<file path="config.mk">
export PLATFORM = sky130hd
export DESIGN_NAME = mseg_div
export DESIGN_NICKNAME = d
export VERILOG_FILES = /design/src/rtl/mseg_pkg.sv /design/src/rtl/mseg_div.sv
export SDC_FILE = /design/constraint.sdc
export NUM_CORES = 1
export LEC_CHECK = 0
export ABC_AREA = 1
export BUFFER_PORTS_ARGS = -buffer_cell sky130_fd_sc_hd__buf_2
export CORE_MARGIN = 8
export CORE_UTILIZATION = 53
export DETAILED_ROUTE_END_ITERATION = 6
export GPL_TIMING_DRIVEN = 0
export PLACE_DENSITY_LB_ADDON = 0.1
export SLEW_MARGIN = 25
export SYNTH_ARGS = -nofsm -noshare
export SYNTH_HDL_FRONTEND = slang
export SYNTH_SLANG_ARGS = --single-unit
</file>
<file path="constraint.sdc">
create_clock -name clock -period 2.1 [get_ports clock]
set_input_delay 0.21 -clock clock [delete_from_list [all_inputs] [get_ports clock]]
set_output_delay 0.21 -clock clock [all_outputs]
set_load 0.005 [all_outputs]
</file>
<file path="src/rtl/mseg_pkg.sv">
// Shared types, codes and constants for the multi-stage envelope generator.
// No dependencies; imported by mseg_div and the top level.
`timescale 1ns / 1ps
`default_nettype none
package mseg_pkg;

   // Stage table depth and the idle stage index
   localparam int unsigned MAX_STAGES = 16;
   localparam logic [4:0] STAGE_IDLE  = 5'd16;

   // Fixed-point constants
   localparam logic signed [31:0] EPS_Q30 = 32'sd1073742;     // 0.001 in Q2.30
   localparam logic signed [31:0] ONE_Q27 = 32'sd134217728;   // 1.0 in Q5.27
   localparam logic [31:0]        LN2_Q32 = 32'd2977044472;   // ln 2 in Q0.32

   // Reset values of the configuration registers
   localparam logic [4:0]  RST_STAGE_COUNT = 5'd1;
   localparam logic [4:0]  RST_SUSTAIN     = 5'd16;
   localparam logic [17:0] RST_RATE        = 18'd44100;

   // Iteration counts of the shared units
   localparam logic [4:0] LOG_ROUNDS = 5'd24;
   localparam logic [5:0] DIV_STEPS  = 6'd34;

   // Transaction function codes
   typedef enum logic [1:0] {
      FUNC_TICK    = 2'd0,
      FUNC_START   = 2'd1,
      FUNC_RELEASE = 2'd2,
      FUNC_WRITE   = 2'd3
   } func_type;

   // Configuration register indexes
   typedef enum logic [1:0] {
      CSR_STAGE_COUNT = 2'd0,
      CSR_SUSTAIN     = 2'd1,
      CSR_START_VALUE = 2'd2,
      CSR_SAMPLE_RATE = 2'd3
   } csr_type;

   // Divider request and response
   typedef struct packed {
      logic        start;
      logic [33:0] dividend;
      logic [31:0] divisor;
   } div_req_type;

   typedef struct packed {
      logic        busy;
      logic        done;
      logic [33:0] quotient;
   } div_rsp_type;

   // Clamp a wide signed value to the signed 32-bit range
   function automatic logic [31:0] sat32(input logic signed [37:0] v);
      logic [31:0] r;
      if (v > 38'sh007FFFFFFF) begin
         r = 32'h7FFF_FFFF;
      end else if (v < 38'sh3F80000000) begin
         r = 32'h8000_0000;
      end else begin
         r = v[31:0];
      end
      return r;
   endfunction

endpackage
`default_nettype wire

</file>
<file path="src/rtl/mseg_div.sv">
// Iterative restoring divider: 34-bit dividend by 32-bit divisor, one bit a cycle.
// Depends on mseg_pkg for the request and response structs.
`timescale 1ns / 1ps
`default_nettype none
module mseg_div
   import mseg_pkg::*;
(
   input  wire logic        clock,
   input  wire logic        reset,
   input  wire div_req_type req,
   output div_rsp_type      rsp
);

   logic        busy_ff;
   logic        done_ff;
   logic [5:0]  cnt_ff;
   logic [33:0] dvd_ff;
   logic [31:0] rem_ff;
   logic [31:0] dsr_ff;

   logic [32:0] trial;
   logic [32:0] diff;
   logic        ge;

   // Trial subtract of the next partial remainder
   assign trial = {rem_ff, dvd_ff[33]};
   assign diff  = trial - {1'b0, dsr_ff};
   assign ge    = trial >= {1'b0, dsr_ff};

   // Sequence the iterations
   always_ff @(posedge clock) begin
      if (reset) begin
         busy_ff <= 1'b0;
         done_ff <= 1'b0;
         cnt_ff  <= '0;
      end else begin
         done_ff <= 1'b0;
         if (req.start) begin
            busy_ff <= 1'b1;
            cnt_ff  <= DIV_STEPS;
         end else if (busy_ff) begin
            cnt_ff <= cnt_ff - 6'd1;
            if (cnt_ff == 6'd1) begin
               busy_ff <= 1'b0;
               done_ff <= 1'b1;
            end
         end
      end
   end

   // Shift quotient bits into the dividend register
   always_ff @(posedge clock) begin
      if (req.start) begin
         dvd_ff <= req.dividend;
         rem_ff <= '0;
         dsr_ff <= req.divisor;
      end else if (busy_ff) begin
         rem_ff <= ge ? diff[31:0] : trial[31:0];
         dvd_ff <= {dvd_ff[32:0], ge};
      end
   end

   assign rsp.busy     = busy_ff;
   assign rsp.done     = done_ff;
   assign rsp.quotient = dvd_ff;

endmodule
`default_nettype wire

</file>
==> metrics.txt, run 1 <==
startpoint types=flop; worst hold endpoint=dsr_ff[29]$_DFFE_PP_; max frequency=approximately 460 MHz; slowest cell on the critical path=edfxtp_1; # diodes=0; GPL Wtd Cong=roughly 0.94; ys async rst share=0%; max incr delay on CP=0.35 ns; Gate Count Post-Synth=1009; total congestion overflow=0; die area=~17000 um^2; Yosys warnings=0; max-slew violations=0; global-route wire length before repair=around 32 mm; worst-path fanout max=5; Top-Level Pins=~110; CP dominant cell by count=nor2_4; initial detailed-routing violation count=just over 600; CTS max path bufs=2; Worst Hold Class=in -> reg; Hold Path Origin=req[29]; Max IR drop VDD=between 500 and 600 uV; num rows=42; DRT Wirelength=between 20 and 25 mm; clock skew=roughly 0.013 ns; r2r worst-path depth=14; Tcrit/Tclk final=104%; Slew @ Worst Pin=between 0.8 and 0.9 ns; Synth Area per Inst=roughly 7 um^2; synthesized area=7020 um^2; clk_lat worst skew=around 0.37 ns; pwr dens=537 nW/um^2; CTS tree=yes; total of max-cap violations=0; Clk pin slew, worst setup/hold paths=0.08 ns; Post-Synthesis Net Count=~1100; status=finished with violations; Seq cells post-synth=between 100 and 150; DR WL/cell=roughly 16 um; Die Width=~130 um; most frequent cells in the layout=nand2_1, inv_1, buf_2; dpl ws=-1.01 ns; Filler Cell Count=~1100; initial antenna violation count=0; Fin Setup TNS=-1.06 ns; Final setup viols=29; core area=approximately 13000 um^2; Data arrival, critical path=between 2 and 2.5 ns; min cycle time layout=approximately 2.2 ns; final hold viol count=0; total iterations of the first detailed-routing run=5; largest net degree at the start of global routing=between 40 and 50; largest cells by area after synthesis=edfxtp_1, nand2_1, dfxtp_1; worst r2r src=dsr_ff[21]$_DFFE_PP_; Non-Filler Instances=1340; Design Power=5.01 mW; Synth cell types=39; final worst slack=-0.0889 ns; CP Cell Sequence=inv_1 -> ha_4 -> nand2_4 -> nor2_4 -> nand2_2 -> nor2_4 -> nand2_2 -> nor2_4 -> nor2_4 -> buf_4 -> bufbuf_16 -> nand3b_1 -> nand3_2 -> nand2_1; total CTS buffers=9; share of cells above drive strength 1=~29%; gr usage total=24.1%; root buf cell=clkbuf_16; post-DP HPWL=around 15 mm; DRT antenna net count=0; area leader, netlist=edfxtp_1; Most used DFF post-synth=edfxtp_1; Finished Cell Area=just over 9000 um^2; DIE HEIGHT=around 130 um; CP Capture Type=flop; Cells after DPL=between 1000 and 1500; hold slack=between 0.008 and 0.009 ns; Layout Nets=around 1300; vias in the first global route=6502; Yosys top cell area share=28.2%; Placed Area=about 7800 um^2; required time of the worst setup path=2.41 ns; R2R Setup Slk=-0.09 ns; # clock sinks=about 110; number of synthesized flops with an enable pin=66; sequential-to-total area share from yosys stat=roughly 40%; unrepaired setup endpoints after global routing=yes; P&R area growth vs syn=32.8%; Via Count=~6800; failing checks=negative setup slack; LEAKAGE=4.76 nW; Max H-tree Level=3; commonest non-fill, non-tap cell in the layout=nand2_1; WHS Path Cells=1; port buffer count=between 100 and 150; Vias/cell=between 5 and 6; DRC viols=0; final core utilization=between 70 and 80%; Starting Density=53.6%; Crit Path Class=reg -> reg; Rel. slew slack=a little under half; worst r2r dst=rem_ff[18]$_SDFFE_PP0P_
==> per-layer routing <==
| metal | vias up | share of wire, % | track usage (%) |
|---|---|---|---|
| met2 | 236 | 48 | 40.9 |
| li1 | 3426 | - | - |
| met5 | - | 0 | 0 |
| met1 | 3084 | 42 | 28.3 |
| met3 | 57 | 6.1 | 5.99 |
| met4 | 0 | 3.7 | 10.3 |
==> worst max-delay path by stage <==
stage                              endpoint                  from  depth (start not counted)
detailed placement      dvd_ff[1]$_DFFE_PP_               req[66]                          5
CTS                 rem_ff[23]$_SDFFE_PP0P_  dsr_ff[11]$_DFFE_PP_                         16
global placement        dvd_ff[0]$_DFFE_PP_               req[66]                          5
finish              rem_ff[18]$_SDFFE_PP0P_  dsr_ff[21]$_DFFE_PP_                         14
floorplan           rem_ff[30]$_SDFFE_PP0P_  dvd_ff[33]$_DFFE_PP_                         15
global route        rem_ff[15]$_SDFFE_PP0P_  dsr_ff[13]$_DFFE_PP_                         14
==> cells by family (layout without fill, tap and decap cells) <==
family / Yosys count / in the layout / share of synthesized area (%)
compound gates: 44 / 44 / 3.48
simple gates: 598 / 598 / 36.6
buf+inv: 211 / 366 / 12.0
flops: 106 / 106 / 39.6
xor+xnor: 15 / 15 / 1.87
fa+ha+maj: 35 / 35 / 6.35
==> Yosys cell counts, types with 4 or more instances <==
cell / instances
a21oi_1: 20
dfxtp_1: 40
o21ai_0: 5
nand4_1: 8
nor2_4: 4
nand3_2: 9
edfxtp_1: 66
clkbuf_1: 9
o21ai_1: 10
ha_1: 34
nand2_2: 10
nand2_1: 418
and2_1: 4
xnor2_1: 14
nor2_2: 4
inv_1: 184
buf_2: 5
nand3_1: 73
nor2_1: 43
nor3_1: 5
nand3b_1: 14
==> state kept, by name, summed over array words and instances, names as in the netlist <==
| name | count |
|---|---|
| dsr_ff | 32 |
| cnt_ff | 6 |
| done_ff | 1 |
| dvd_ff | 34 |
| busy_ff | 1 |
| rem_ff | 32 |
==> worst max-delay path, delay by kind of cell (launching register included) <==
kind                     cells  cell delay, ns
adder cells (fa/ha/maj)      1            0.30
buffers and inverters        3            0.46
flip-flops                   1            0.35
AND/OR/NAND/NOR             10            0.99
==> repair_timing <==
item,in CTS,in global routing
cloned,2,2
hold buffers,0,1
setup endpoints to repair,67,33
setup buffers,12,18
endpoints found under the hold margin,0,1
gates resized for setup,97,102
pin swaps,8,65
==> where the power goes <==
group / total (mW) / internal, mW / switching [mW]
logic: 0.858 / 0.358 / 0.499
clock network: 1.73 / 0.867 / 0.859
registers: 2.43 / 2.36 / 0.0614
==> final cells by class <==
type / count / area, um^2 / area share [%]
plain buffers: 24 / 231 / 2.48
inverters: 187 / 702 / 7.53
clock buffers: 10 / 239 / 2.56
clock inverters: 6 / 55.1 / 0.591
well taps: 176 / 220 / 2.36
flip-flops and latches: 106 / 2780 / 29.9
repair buffers: 139 / 865 / 9.28
multi-input cells: 692 / 4220 / 45.3
Note: power is estimated with default switching activity, not from simulation.
==> run 2, diff against run 1 <==
Settings changed: ABC_AREA 1 to default, CORE_UTILIZATION 53 to 52.
==> run 2 against run 1 <==
Against the previous run:
- via count fell by 17%
- synthesized cell count fell by 35%
- largest cell class unchanged
- the flow still finishes with violations (negative setup slack)
- first-iteration DRC count fell by 27%
- global-route usage fell by 0.73 points
- flip-flop and latch count did not move
- sequential power rose by 3%
- sequential share of layout area rose by 3.9 points
- clock skew rose by 0.00065 ns
==> metrics.txt, run 2 <==
Via Count=5673 (-17%); Top-Level Pins=105 (unchanged); Tcrit/Tclk final=129% (+25 points); vias in the first global route=5877 (-9.6%); port buffer count=103 (-0.96%); Data arrival, critical path=2.96 ns (+0.47 ns); required time of the worst setup path=2.36 ns (-0.05 ns); number of flip-flops under the largest register name=34 (unchanged); Final setup viols=33 (+14%); Sw Pwr=1.81 mW (+27%); core area=12000 um^2 (-8.6%); post-DP HPWL=13.0 mm (-11%); gr usage total=23.3% (-0.73 points); max-slew violations=0 (unchanged); worst-path fanout max=9 (+4); sequential-to-total area share from yosys stat=43.9% (+4.3 points); Logic pwr share=27.2% (+10 points); met3 wire len=1.47 mm (+15%); die area=16000 um^2 (-7.1%); final worst slack=-0.603 ns (-0.515 ns); biggest regs=dvd_ff: 34 flops, dsr_ff: 32 flops, rem_ff: 32 flops; r2r worst-path depth=11 (-3); number of synthesized flops with an enable pin=66 (unchanged); most flop-heavy register=dvd_ff; Vias/cell=5.90 (+16%); CP Capture Type=flop; Cells after DPL=907 (-30%); total iterations of the first detailed-routing run=7 (+2); final core utilization=69.0% (-2.2 points); most frequent cells in the layout=buf_2, edfxtp_1, nor2_1; failing checks=negative setup slack; total CTS buffers=9 (unchanged); Max IR drop VDD=697 uV (+16%); Max H-tree Level=3 (unchanged); Worst Hold Class=in -> reg; area leader, netlist=edfxtp_1; largest net degree at the start of global routing=36 (-18%); largest cells by area after synthesis=edfxtp_1, dfxtp_1, ha_1; # diodes=0 (unchanged); commonest non-fill, non-tap cell in the layout=buf_2; CTS max path bufs=2 (unchanged); num rows=40 (-4.8%); final hold viol count=0 (unchanged); max frequency=370 MHz (-19%); Critical Path Source=dsr_ff[25]$_DFFE_PP_; CTS tree=yes; clock skew=0.0136 ns (+0.000648 ns); Clk pin slew, worst setup/hold paths=0.08 ns (about the same); status=finished with violations; DIE HEIGHT=126 um (-3.6%); Non-Filler Instances=961 (-28%); startpoint types=flop; Seq pwr share=42.4% (-6.0 points); Rel. slew slack=44.1% (-1.9 points); Synth Area per Inst=9.64 um^2 (+39%); Most used DFF post-synth=edfxtp_1; worst r2r src=dsr_ff[25]$_DFFE_PP_; initial antenna violation count=0 (unchanged); initial detailed-routing violation count=444 (-27%); share of cells above drive strength 1=36.4% (+7.5 points); WHS Path Cells=1 (unchanged); # clock sinks=106 (unchanged); commonest cells in the netlist=edfxtp_1, nor2_1, nand2_1; worst r2r dst=rem_ff[17]$_SDFFE_PP0P_; pwr dens=717 nW/um^2 (+33%); DR WL/cell=19.4 um (+23%); Crit Path Class=reg -> reg; Seq cells post-synth=106 (unchanged); count leader, synth=edfxtp_1; Synth cell types=63 (+62%); Clock Power Share=30.4% (-4.1 points); min cycle time layout=2.70 ns (+0.515 ns); Finished Cell Area=8260 um^2 (-11%); R2R Setup Slk=-0.60 ns (-0.51 ns); WL met2=8.67 mm (-14%); DRT antenna net count=0 (unchanged); DRC viols=0 (unchanged); Placed Area=7220 um^2 (-6.9%); unrepaired setup endpoints after global routing=yes; LEAKAGE=3.37 nW (-29%); Post-Synthesis Net Count=761 (-32%); switching part of the total power=30.6% (+2.2 points); synthesized area=6330 um^2 (-9.8%); ys async rst share=0% (unchanged); Starting Density=52.9% (-0.69 points); Slew @ Worst Pin=0.839 ns (+0.0289 ns); DRT Wirelength=18.6 mm (-12%); Yosys warnings=0 (unchanged); Layout Nets=913 (-28%); internal power=4.11 mW (+15%); crit path to=rem_ff[17]$_SDFFE_PP0P_; Gate Count Post-Synth=657 (-35%); global-route wire length before repair=29.8 mm (-6.3%); P&R area growth vs syn=30.4%; clk_lat worst skew=0.37 ns (about the same); uppermost layer routed=met4; met1 wire length=7.99 mm (-10%); total of max-cap violations=0 (unchanged); total congestion overflow=0 (unchanged); Die Width=126 um (-3.6%); Yosys top cell area share=31.3% (+3.1 points); root buf cell=clkbuf_16; GPL Wtd Cong=0.928 (-1.5%)
## run 2: cell types whose count changed in the layout (fill, tap and decap cells not counted), moves of 16 or more
| cell | change |
|---|---|
| ha_1 | +16 |
| mux2_2 | +34 |
| nand3_2 | -20 |
| ha_4 | -17 |
| nand3_1 | -36 |
| inv_1 | -128 |
| a311oi_1 | +18 |
| nand2_2 | -53 |
| nor2_1 | +22 |
| nand2_1 | -312 |
## run 2: critical path, cell delays in order, from the launching register on
cell and delay (ns):
edfxtp_1 0.34, inv_1 0.05, ha_1 0.29, buf_6 0.15
nand4_1 0.14, or2_4 0.30, or3_4 0.34, nor3_4 0.19
o21a_4 0.22, buf_6 0.14, o211ai_1 0.12, a311oi_1 0.32
## run 2: routing by layer
| layer | up-vias | global-route usage [%] |
|---|---|---|
| li1 | 2728 | - |
| met1 | 2691 | 28.6 |
| met2 | 224 | 37.8 |
| met3 | 30 | 6.91 |
| met4 | 0 | 9.27 |
| met5 | - | 0 |
## run 2: power by group through the flow
stage	combinational [mW]	clock (mW)	sequential, mW
3_3_place_gp	1.30	0	2.54
4_1_cts	1.49	1.83	2.51
3_5_place_dp	1.31	0	2.55
2_1_floorplan	0.933	0	2.53
5_1_grt	1.75	1.91	2.53
6_report	1.61	1.80	2.51
## run 2: per-stage QoR
stage	worst slack [ns]	power (mW)	setup TNS [ns]	hold slack, ns
2_1_floorplan	-0.264	3.47	-6.65	0.309
3_3_place_gp	-1.11	3.84	-76.62	0.386
3_5_place_dp	-0.929	3.86	-66.99	0.388
4_1_cts	-0.577	5.83	-17.00	0.00144
5_1_grt	-0.748	6.19	-22.14	0.000197
6_report	-0.603	5.92	-17.10	0.0131
## run 2: final cells by class
| class | count | area [um^2] |
|---|---|---|
| flip-flops and latches | 106 | 2790 |
| plain buffers | 41 | 285 |
| clock buffers | 9 | 225 |
| multi-input cells | 461 | 3680 |
| clock inverters | 7 | 83.8 |
| repair buffers | 143 | 838 |
| well taps | 147 | 184 |
| fillers | 942 | 3700 |
| inverters | 47 | 179 |
## run 2: worst min-delay path by stage
stage                     startpoint                    to  slack (ns)
final                        req[10]  dsr_ff[10]$_DFFE_PP_        0.01
after global routing         req[10]  dsr_ff[10]$_DFFE_PP_      0.0002
after CTS                    req[10]  dsr_ff[10]$_DFFE_PP_       0.001
after detailed placement     req[30]  dsr_ff[30]$_DFFE_PP_        0.39
after global placement       req[19]  dsr_ff[19]$_DFFE_PP_        0.39
after floorplan               req[0]   dsr_ff[0]$_DFFE_PP_        0.31
## run 2: what timing repair did
action                     in CTS  in global routing
pin swaps                      21                 23
buffers inserted               31                  6
setup endpoints to repair      98                 67
hold endpoints to repair        0                  1
hold buffers                    0                  1
gates cloned                    2                  0
resized for setup              49                 41
## run 2: cell families (layout without fill, tap and decap cells)
| logic type | count (synthesis) | in the layout | share of synthesized area, % |
|---|---|---|---|
| fa+ha+maj | 35 | 35 | 7.03 |
| simple gates | 195 | 195 | 14.7 |
| mux | 37 | 37 | 6.52 |
| buf+inv | 90 | 247 | 5.95 |
| compound gates | 164 | 164 | 17.7 |
| flops | 106 | 106 | 43.9 |
| xor+xnor | 30 | 30 | 4.15 |
